File: src/hdl/ftc_pkg.sv
// Package for the FIFO replacement tag cache.
// Holds sizes, status codes, controller states, the controller/datapath
// command and status structs and the key canonicalization function.
package ftc_pkg;

   localparam int ENTRIES   = 8;
   localparam int KEY_CHARS = 8;
   localparam int IDX_W     = (ENTRIES > 1) ? $clog2(ENTRIES) : 1;
   localparam int KEY_W     = 64;
   localparam int KEY_BYTES = KEY_W / 8;
   localparam int STATUS_W  = 3;
   localparam int SLOT_W    = 3;

   typedef logic [KEY_W-1:0]    key_type;
   typedef logic [IDX_W-1:0]    idx_type;
   typedef logic [STATUS_W-1:0] status_type;
   typedef logic [SLOT_W-1:0]   slot_type;

   localparam status_type ST_HIT         = 3'd0;
   localparam status_type ST_FILLED      = 3'd1;
   localparam status_type ST_FILL_FAILED = 3'd2;
   localparam status_type ST_REJECTED    = 3'd3;
   localparam status_type ST_CLEARED     = 3'd4;

   localparam logic ACT_LOOKUP = 1'b0;
   localparam logic ACT_CLEAR  = 1'b1;

   localparam idx_type IDX_LAST = idx_type'(ENTRIES - 1);

   typedef enum logic [1:0] {
      S_IDLE,
      S_DECIDE,
      S_SCAN,
      S_MISS
   } state_type;

   // Commands from the controller to the datapath
   typedef struct packed {
      logic load;        // capture the request
      logic scan_start;  // zero the scan index
      logic scan_adv;    // advance the scan index
      logic fill;        // replace the slot at the pointer
      logic wipe;        // invalidate all entries, zero the pointer
      logic rsp_hit;
      logic rsp_miss;
      logic rsp_clear;
      logic rsp_reject;
   } cmd_type;

   // Status from the datapath to the controller
   typedef struct packed {
      logic is_clear;
      logic request_ok;
      logic match;
      logic scan_last;
   } stat_type;

   // Keep the low KEY_CHARS bytes up to the first zero byte.
   function automatic key_type canon_key(input key_type k);
      key_type res;
      logic    alive;
      res   = '0;
      alive = 1'b1;
      for (int i = 0; i < KEY_BYTES; i++) begin
         if (i < KEY_CHARS && alive && k[8*i +: 8] != 8'h00) begin
            res[8*i +: 8] = k[8*i +: 8];
         end else begin
            alive = 1'b0;
         end
      end
      return res;
   endfunction

   // Entry index masked to the result slot width
   function automatic slot_type to_slot(input idx_type idx);
      logic [IDX_W+SLOT_W-1:0] ext;
      ext = (IDX_W+SLOT_W)'(idx);
      return ext[SLOT_W-1:0];
   endfunction

endpackage

File: src/hdl/ftc_ctrl.sv
// Controller state machine for the FIFO replacement tag cache.
// Depends on ftc_pkg; drives the datapath through cmd_type, reads stat_type.
module ftc_ctrl (
   input  logic             clock,
   input  logic             reset,
   input  logic             start,
   output logic             busy,
   input  ftc_pkg::stat_type stat,
   output ftc_pkg::cmd_type  cmd
);
   import ftc_pkg::*;

   state_type state_ff, state_in;

   always_ff @(posedge clock) begin
      if (reset) begin
         state_ff <= S_IDLE;
      end else begin
         state_ff <= state_in;
      end
   end

   always_comb begin
      state_in = state_ff;
      unique case (state_ff)
         S_IDLE: begin
            if (start) state_in = S_DECIDE;
         end
         S_DECIDE: begin
            if (stat.is_clear || !stat.request_ok) state_in = S_IDLE;
            else                                   state_in = S_SCAN;
         end
         S_SCAN: begin
            if (stat.match)          state_in = S_IDLE;
            else if (stat.scan_last) state_in = S_MISS;
         end
         S_MISS: begin
            state_in = S_IDLE;
         end
         default: state_in = S_IDLE;
      endcase
   end

   always_comb begin
      cmd  = '0;
      busy = 1'b1;
      unique case (state_ff)
         S_IDLE: begin
            busy     = 1'b0;
            cmd.load = start;
         end
         S_DECIDE: begin
            cmd.scan_start = 1'b1;
            if (stat.is_clear) begin
               cmd.wipe      = 1'b1;
               cmd.rsp_clear = 1'b1;
            end else if (!stat.request_ok) begin
               cmd.rsp_reject = 1'b1;
            end
         end
         S_SCAN: begin
            if (stat.match) cmd.rsp_hit = 1'b1;
            else            cmd.scan_adv = 1'b1;
         end
         S_MISS: begin
            cmd.fill     = 1'b1;
            cmd.rsp_miss = 1'b1;
         end
         default: busy = 1'b1;
      endcase
   end

endmodule

File: src/hdl/ftc_dp.sv
// Datapath for the FIFO replacement tag cache: tag store, valid bits,
// replacement pointer, scan index and result register. Depends on ftc_pkg.
module ftc_dp (
   input  logic                 clock,
   input  logic                 reset,
   input  logic                 req_action,
   input  ftc_pkg::key_type     req_sprite_key,
   input  logic                 req_request_ok,
   input  logic                 req_fill_ok,
   input  ftc_pkg::cmd_type     cmd,
   output ftc_pkg::stat_type    stat,
   output logic                 rsp_valid,
   output ftc_pkg::status_type  rsp_status,
   output ftc_pkg::slot_type    rsp_slot_index
);
   import ftc_pkg::*;

   key_type              key_mem [ENTRIES];
   key_type              key_rd_ff;
   logic [ENTRIES-1:0]   valid_ff;
   idx_type              ptr_ff;
   idx_type              scan_ff;
   idx_type              scan_in;
   key_type              key_ff;
   logic                 action_ff;
   logic                 req_ok_ff;
   logic                 fill_ok_ff;
   logic                 rsp_valid_ff;
   status_type           rsp_status_ff;
   slot_type             rsp_slot_ff;
   logic                 match;

   assign match = valid_ff[scan_ff] && (key_rd_ff == key_ff);

   assign stat.is_clear   = (action_ff == ACT_CLEAR);
   assign stat.request_ok = req_ok_ff;
   assign stat.match      = match;
   assign stat.scan_last  = (scan_ff == IDX_LAST);

   always_comb begin
      scan_in = scan_ff;
      if (cmd.scan_start)    scan_in = '0;
      else if (cmd.scan_adv) scan_in = scan_ff + 1'b1;
   end

   // Request capture, canonical key stored once
   always_ff @(posedge clock) begin
      if (cmd.load) begin
         key_ff     <= canon_key(req_sprite_key);
         action_ff  <= req_action;
         req_ok_ff  <= req_request_ok;
         fill_ok_ff <= req_fill_ok;
      end
   end

   // Write the tag of a successful fill at the pointer; read the tag that the scan looks at next
   always_ff @(posedge clock) begin
      if (cmd.fill && fill_ok_ff) begin
         key_mem[ptr_ff] <= key_ff;
      end
      key_rd_ff <= key_mem[scan_in];
   end

   always_ff @(posedge clock) begin
      if (reset) begin
         valid_ff <= '0;
         ptr_ff   <= '0;
         scan_ff  <= '0;
      end else begin
         if (cmd.wipe) begin
            valid_ff <= '0;
            ptr_ff   <= '0;
         end else if (cmd.fill) begin
            valid_ff[ptr_ff] <= fill_ok_ff;
            ptr_ff           <= (ptr_ff == IDX_LAST) ? '0 : ptr_ff + 1'b1;
         end
         scan_ff <= scan_in;
      end
   end

   always_ff @(posedge clock) begin
      if (reset) begin
         rsp_valid_ff <= 1'b0;
      end else begin
         rsp_valid_ff <= cmd.rsp_hit | cmd.rsp_miss | cmd.rsp_clear | cmd.rsp_reject;
      end
   end

   always_ff @(posedge clock) begin
      if (cmd.rsp_hit) begin
         rsp_status_ff <= ST_HIT;
         rsp_slot_ff   <= to_slot(scan_ff);
      end else if (cmd.rsp_miss) begin
         rsp_status_ff <= fill_ok_ff ? ST_FILLED : ST_FILL_FAILED;
         rsp_slot_ff   <= to_slot(ptr_ff);
      end else if (cmd.rsp_clear) begin
         rsp_status_ff <= ST_CLEARED;
         rsp_slot_ff   <= '0;
      end else if (cmd.rsp_reject) begin
         rsp_status_ff <= ST_REJECTED;
         rsp_slot_ff   <= '0;
      end
   end

   assign rsp_valid      = rsp_valid_ff;
   assign rsp_status     = rsp_status_ff;
   assign rsp_slot_index = rsp_slot_ff;

endmodule

File: src/hdl/fifo_replacement_tag_cache.sv
// Top level of the FIFO replacement tag cache: controller plus datapath.
// Depends on ftc_pkg, ftc_ctrl and ftc_dp.
//
//   channel   handshake            payload
//   request   start / busy         req_action, req_sprite_key, req_request_ok, req_fill_ok
//   result    rsp_valid (strobe)   rsp_status, rsp_slot_index
//
// A transaction is taken when start is high and busy is low; its result
// strobes for one cycle, one per transaction.
// Clear and rejected requests answer from the decide state; a hit answers when the scan
// finds the tag, a miss after the last tag and the fill: one tag is checked per cycle.
// Synchronous reset empties the directory and zeroes the replacement pointer.
// The receiver cannot stall; a new transaction is taken while a result strobes.
module fifo_replacement_tag_cache (
   input  logic                 clock,
   input  logic                 reset,
   input  logic                 start,
   output logic                 busy,
   input  logic                 req_action,
   input  ftc_pkg::key_type     req_sprite_key,
   input  logic                 req_request_ok,
   input  logic                 req_fill_ok,
   output logic                 rsp_valid,
   output ftc_pkg::status_type  rsp_status,
   output ftc_pkg::slot_type    rsp_slot_index
);
   import ftc_pkg::*;

   cmd_type  cmd;
   stat_type stat;

   ftc_ctrl u_ctrl (
      .clock (clock),
      .reset (reset),
      .start (start),
      .busy  (busy),
      .stat  (stat),
      .cmd   (cmd)
   );

   ftc_dp u_dp (
      .clock          (clock),
      .reset          (reset),
      .req_action     (req_action),
      .req_sprite_key (req_sprite_key),
      .req_request_ok (req_request_ok),
      .req_fill_ok    (req_fill_ok),
      .cmd            (cmd),
      .stat           (stat),
      .rsp_valid      (rsp_valid),
      .rsp_status     (rsp_status),
      .rsp_slot_index (rsp_slot_index)
   );

endmodule

File: config.mk
export PLATFORM = sky130hd
export DESIGN_NAME = fifo_replacement_tag_cache
export DESIGN_NICKNAME = d
export VERILOG_FILES = /design/src/hdl/ftc_pkg.sv /design/src/hdl/ftc_ctrl.sv /design/src/hdl/ftc_dp.sv /design/src/hdl/fifo_replacement_tag_cache.sv
export SDC_FILE = /design/constraint.sdc
export NUM_CORES = 1
export LEC_CHECK = 0
export BUFFER_PORTS_ARGS = -buffer_cell sky130_fd_sc_hd__buf_2
export CORE_MARGIN = 3
export CORE_UTILIZATION = 45
export CTS_BUF_LIST = sky130_fd_sc_hd__clkbuf_4
export CTS_CLUSTER_DIAMETER = 30
export CTS_CLUSTER_SIZE = 25
export DETAILED_ROUTE_END_ITERATION = 10
export GPL_ROUTABILITY_DRIVEN = 1
export GPL_TIMING_DRIVEN = 0
export PLACE_DENSITY_LB_ADDON = 0.3
export SYNTH_ARGS = -nofsm -noshare
export SYNTH_HDL_FRONTEND = slang
export SYNTH_HIERARCHICAL = 1
export SYNTH_SLANG_ARGS = --single-unit
File: constraint.sdc
create_clock -name clock -period 6.4 [get_ports clock]
set_input_delay 1.28 -clock clock [delete_from_list [all_inputs] [get_ports clock]]
set_output_delay 1.28 -clock clock [all_outputs]
set_load 0.05 [all_outputs]
## Word level (Yosys, flattened, before mapping)

Memories as Yosys holds them, arrays and structs flattened. A register that Yosys moved wholly into a read port is not among the register bits.
Index checks and enable logic that the tools add are counted.

- Register bits: 90
- RAM bits: 512
- Input bits: 70
- Word-level logic and storage cells: 110
- Memories kept: 1

Memory list:

| memory | words | bits a word | read ports | clocked after Yosys merged registers in | wr ports | line | RTL |
|---|---|---|---|---|---|---|---|
| u_dp.key_mem | 8 | 64 | 1 | 1 | 1 | ftc_dp.sv:18 | `key_type key_mem [ENTRIES];` |

- Add/sub/neg operators: 2
- $lt $le $gt $ge: 3
- Eq/ne operators: 8
- Multiplexer cells: 50
- Bitwise logic cells: 3
- Reduce and logical (&&, ||, !) cells: 25

Operator list:

| cell | count |
|---|---|
| equality test 64 bit | 1 |
| nonzero test 8 bit | 8 |
| 2-to-1 mux 1 bit | 30 |
| 2-to-1 mux 3 bit | 10 |
| 2-to-1 mux 2 bit | 6 |
| logical AND 1 bit | 10 |
| bitwise mux 8 bit | 1 |
| < comparator 3 x 4 -> 1 bit, second input constant | 2 |
| case mux 2 bit (4 select lines) | 1 |
| adder 3 x 1 -> 3 bit, second input constant | 2 |
| equality test 3 bit, second input constant | 2 |
| equality test 2 bit, second input constant | 2 |
| nonzero test 4 bit | 1 |
| binary-select mux 1 bit (select 3 bit) | 1 |
| demux 1 bit (select 3 bit) | 1 |
| greater-or-equal comparator 3 x 1 -> 1 bit, second input constant | 1 |
| inequality test 3 x 2 -> 1 bit, second input constant | 1 |
| OR 1 bit | 3 |
| nonzero test 3 bit | 1 |
| equality test 2 x 1 -> 1 bit, second input constant | 1 |
| logical NOT 2 bit | 1 |
| inequality test 2 bit, second input constant | 1 |
| AND reduction 2 bit | 1 |
| OR reduction 2 bit | 1 |
| other kinds (2) | 2 |

## Longest topological paths before layout

- Depth in word-level cells: 22
- Gate-level depth with buffers: 13

## By module

Netlist, hierarchy kept.

By module, submodules not included:

| module | instances | cells an instance | area each (um^2) | sequential area each (um^2) |
|---|---|---|---|---|
| ftc_dp | 1 | 1,164 | 24,750.0 | 19,118.3 |
| ftc_ctrl | 1 | 18 | 167.7 | 40.0 |

## Worst setup path before layout

OpenSTA, ideal clock, no wires.

- Path type: input port to flip-flop
- Start point: input start
- End point: register u_dp.action_ff, enable pin
- Setup time: 493 ps
- Arrival time: 4,097 ps
- Required time: 5,907 ps
- Path slack: 1,810 ps
- Cell stages on the path: 2
- Path buffers: 0
- Cells stage by stage: inv_1 nor2_1

RTL lines:

| element | line | RTL |
|---|---|---|
| start, declared | fifo_replacement_tag_cache.sv:17 | `input logic start,` |
| end signal, assigned | ftc_dp.sv:50 | `action_ff <= req_action;` |
| end, declared | ftc_dp.sv:25 | `logic action_ff;` |

==> results.sh <==
export IMPL_seq_area_um2=19200
export IMPL_grt_max_degree=40
export IMPL_num_io_pins=78
export IMPL_worst_pin_slew_ns=0.936
export IMPL_switchingPower_uw=1840
export IMPL_setup_violations=0
export IMPL_p_clk_share_pct=41.8
export IMPL_synth_most_common_cell="edfxtp_1"
export IMPL_skew_ns=0.0686
export IMPL_p_int_uw=6950
export IMPL_p_seq_share_pct=55.2
export IMPL_drc=0
export IMPL_cts_htree_levels=3
export IMPL_root_buffer="clkbuf_4"
export IMPL_powerDensity_nw_per_um2=304
export IMPL_syn_avg_cell_area_um2=21.1
export IMPL_setup_tns_final_ns=0
export IMPL_rows=85
export IMPL_cts_clk_slew_worst_paths_ns=0.09
export IMPL_drtAntennaViolNets=0
export IMPL_slew_headroom_pct=37.5
export IMPL_swShare_pct=20.9
export IMPL_syn_instance_count=1182
export IMPL_dieArea_um2=58200
export IMPL_fmax_mhz=187
export IMPL_yosysWarnings=6
export IMPL_grt_overflow=0
export IMPL_start_util_pct=45.9
export IMPL_worstSetupStartpointType="flip-flop"
export IMPL_min_period_ns=5.34
export IMPL_report_final_slew_viol_count=0
export IMPL_synth_area_leaders="edfxtp_1 (70%), mux4_2 (12%), dfxtp_1 (6.7%)"
export IMPL_grt_pass1_vias=12400
export IMPL_clock_path_buffers=3
export IMPL_die_h_um=241
export IMPL_post_drt_wl_per_cell_um=23.2
export IMPL_cts_buffers=115
export IMPL_ir_worst_vdd_uv=221
export IMPL_grt_pass1_wl_um=77800
export IMPL_post_cts_buffers=0
export IMPL_numPortBuffers=77
export IMPL_synth_seq_area_share_pct=76.9
export IMPL_rsz0062_at_grt="no"
export IMPL_synth_seq_cells=666
export IMPL_met1_usage_pct=26.0
export IMPL_first_pass_iters=5
export IMPL_combPwrFrac_pct=3.0
export IMPL_routed_wl_um=51900
export IMPL_status="completed"
export IMPL_core_area_um2=54300
export IMPL_grt_use_met3_pct=3.48
export IMPL_top_usage_layer="met2"
export IMPL_p_leak_uw=0.00928
export IMPL_hold_slack_ns=0.486
export IMPL_synth_edf_count=582
export IMPL_gp_congestion=0.755
export IMPL_dp_hpwl_um=33000
export IMPL_antenna_found_initial=2
export IMPL_cts_resized=0
export IMPL_area_growth_pct=15.8
export IMPL_hold_viol=0
export IMPL_ctsHoldBuffers=0
export IMPL_multi_input_area_um2=5460
export IMPL_synth_top_area_cell="edfxtp_1"
export IMPL_syn_nets=1256
export IMPL_post_route_cells_drive_above_1_share_pct=35.3
export IMPL_final_nets=1472
export IMPL_die_width_um=241
export IMPL_viasPerCell=5.35
export IMPL_crit_type="flip-flop to flip-flop"
export IMPL_yosys_top_cells_count="edfxtp_1 (582), mux4_2 (130), dfxtp_1 (84)"
export IMPL_yosysUniqueCellTypes=41
export IMPL_drtIter0Drc=939
export IMPL_fill_cells=4283
export IMPL_use_met2_pct=29.0
export IMPL_grt_usage_pct=18.4
export IMPL_hp_class="flip-flop to flip-flop"
export IMPL_cts_tree="built"
export IMPL_endpoint_kind="flip-flop"
export IMPL_vias=12000
export IMPL_syn_area_um2=24900
export IMPL_crit_path_max_fanout=10
export IMPL_period_share_pct=83.5
export IMPL_async_reset_ff_share_pct=0
export IMPL_netlist_area_leader_share_pct=70.1
export IMPL_cp_arrival_ns=6.06
export IMPL_synthFlopType="edfxtp_1"
export IMPL_timing_max_cap_violations=0
export IMPL_cts_sinks=666
export IMPL_worstPathRequired_ns=7.12
export IMPL_worstSkewPairLatency_ns=0.86
cells in the final DEF (no fill, tap or decap), types with 5 or more instances in the layout:
cell type   Yosys  final
nand2_1        13     13
nor2_1         29     20
buf_6          14     14
buf_16          0      7
buf_12          0     15
clkinv_4        0      5
nor3_1          6      6
mux2i_1         6      6
nor4_1         21     21
clkinvlp_4      0      7
dfxtp_1        84     84
nor2_4          0      8
and2_1         41     41
buf_4           5      5
clkinv_1        0     20
or4_1           5      5
buf_1           7      7
xor2_1         32     32
bufinv_16       0     24
edfxtp_1      582    582
a21oi_1         9      9
and3_1         17     17
clkbuf_4        0    138
o21ai_0         6      6
xnor2_1        33     33
clkinv_2        0     16
buf_2           3     80
clkbuf_1       29     29
mux4_2        130    130
nand4_1        11     11
mux2_2         64     64
area by class of cell:
class                      instances  area share [%]
antenna                            2          0.0173
timing repair buffer              99            3.04
clock buffer                     138            3.59
sequential                       666            66.4
inverter                           4          0.0607
tap                              739            3.20
clock inverter                    79            3.58
multi-input combinational        454            18.9
buffer                            58            1.20
sequential cells by signal (all words and copies together), names as in the netlist:
signal               count
u_dp/scan_ff             3
u_dp/valid_ff            8
u_dp/ptr_ff              3
u_dp/rsp_valid           1
u_dp/action_ff           1
u_dp/key_mem           512
u_dp/key_rd_ff          64
u_dp/key_ff             64
u_dp/rsp_slot_index      3
u_dp/req_ok_ff           1
u_ctrl/state_ff          2
u_dp/rsp_status          3
u_dp/fill_ok_ff          1
metal layers:
metal | vias to the layer above | wire length, um
met1 | 6221 | 22900
met3 | 75 | 2880
li1 | 5299 | -
met4 | 0 | 1200
met2 | 382 | 25000
met5 | - | 0
stage by stage:
| step | setup slack (ns) | cells | area [um2] | util, % | power, uW |
|---|---|---|---|---|---|
| 2_1_floorplan | 1.81 | 1182 | 24900 | - | 5090 |
| 3_3_place_gp | -1.42 | 1998 | 26200 | 48.3 | 5210 |
| 3_5_place_dp | 1.03 | 2020 | 26800 | 49.3 | 5220 |
| 4_1_cts | 0.960 | 2237 | 28900 | 53.1 | 8890 |
| 5_1_grt | 0.952 | 2238 | 28900 | 53.1 | 9110 |
| 6_report | 1.06 | 2239 | 28900 | 53.1 | 8790 |
final timing paths:
check / start / to / slack, ns / cells after the start
worst max-delay path: u_dp/key_ff[26] / u_dp/key_rd_ff[44] / 1.06 / 13
worst min-delay path: u_dp/valid_ff[0] / u_dp/valid_ff[0] / 0.49 / 2
worst max register to register: u_dp/key_ff[26] / u_dp/key_rd_ff[44] / 1.06 / 13
worst min register to register: u_dp/valid_ff[0] / u_dp/valid_ff[0] / 0.49 / 2
power groups by stage:
stage | combinational [uW] | sequential [uW] | clock [uW]
floorplan | 146 | 4940 | 0
global placement | 259 | 4950 | 0
detailed placement | 267 | 4950 | 0
CTS | 269 | 4850 | 3770
global route | 283 | 4860 | 3970
finish | 264 | 4850 | 3670
logic make-up (layout without fill, tap and decap cells):
family | Yosys count | count (layout) | share of synthesized area [%]
flip-flops | 666 | 666 | 76.9
multiplexers | 200 | 200 | 14.9
AND/OR/NAND/NOR | 166 | 166 | 3.87
XOR/XNOR | 65 | 65 | 2.28
buffers and inverters | 62 | 378 | 1.45
AO/OA/AOI/OAI | 19 | 19 | 0.432
adder cells (fa/ha/maj) | 4 | 4 | 0.201
other | 0 | 2 | 0
critical path, stage by stage, from the launching register on:
cell      delay, ns
edfxtp_1       0.54
xnor2_1        0.49
nand4_1        0.27
nor4_1         0.77
nand2_1        0.14
nor4_1         0.58
buf_4          0.24
nor3b_2        0.07
mux2i_1        0.15
nor2_1         0.15
clkbuf_1       0.67
buf_2          0.47
mux4_2         0.35
mux2_2         0.28
Note: power is estimated with default switching activity, not from simulation.
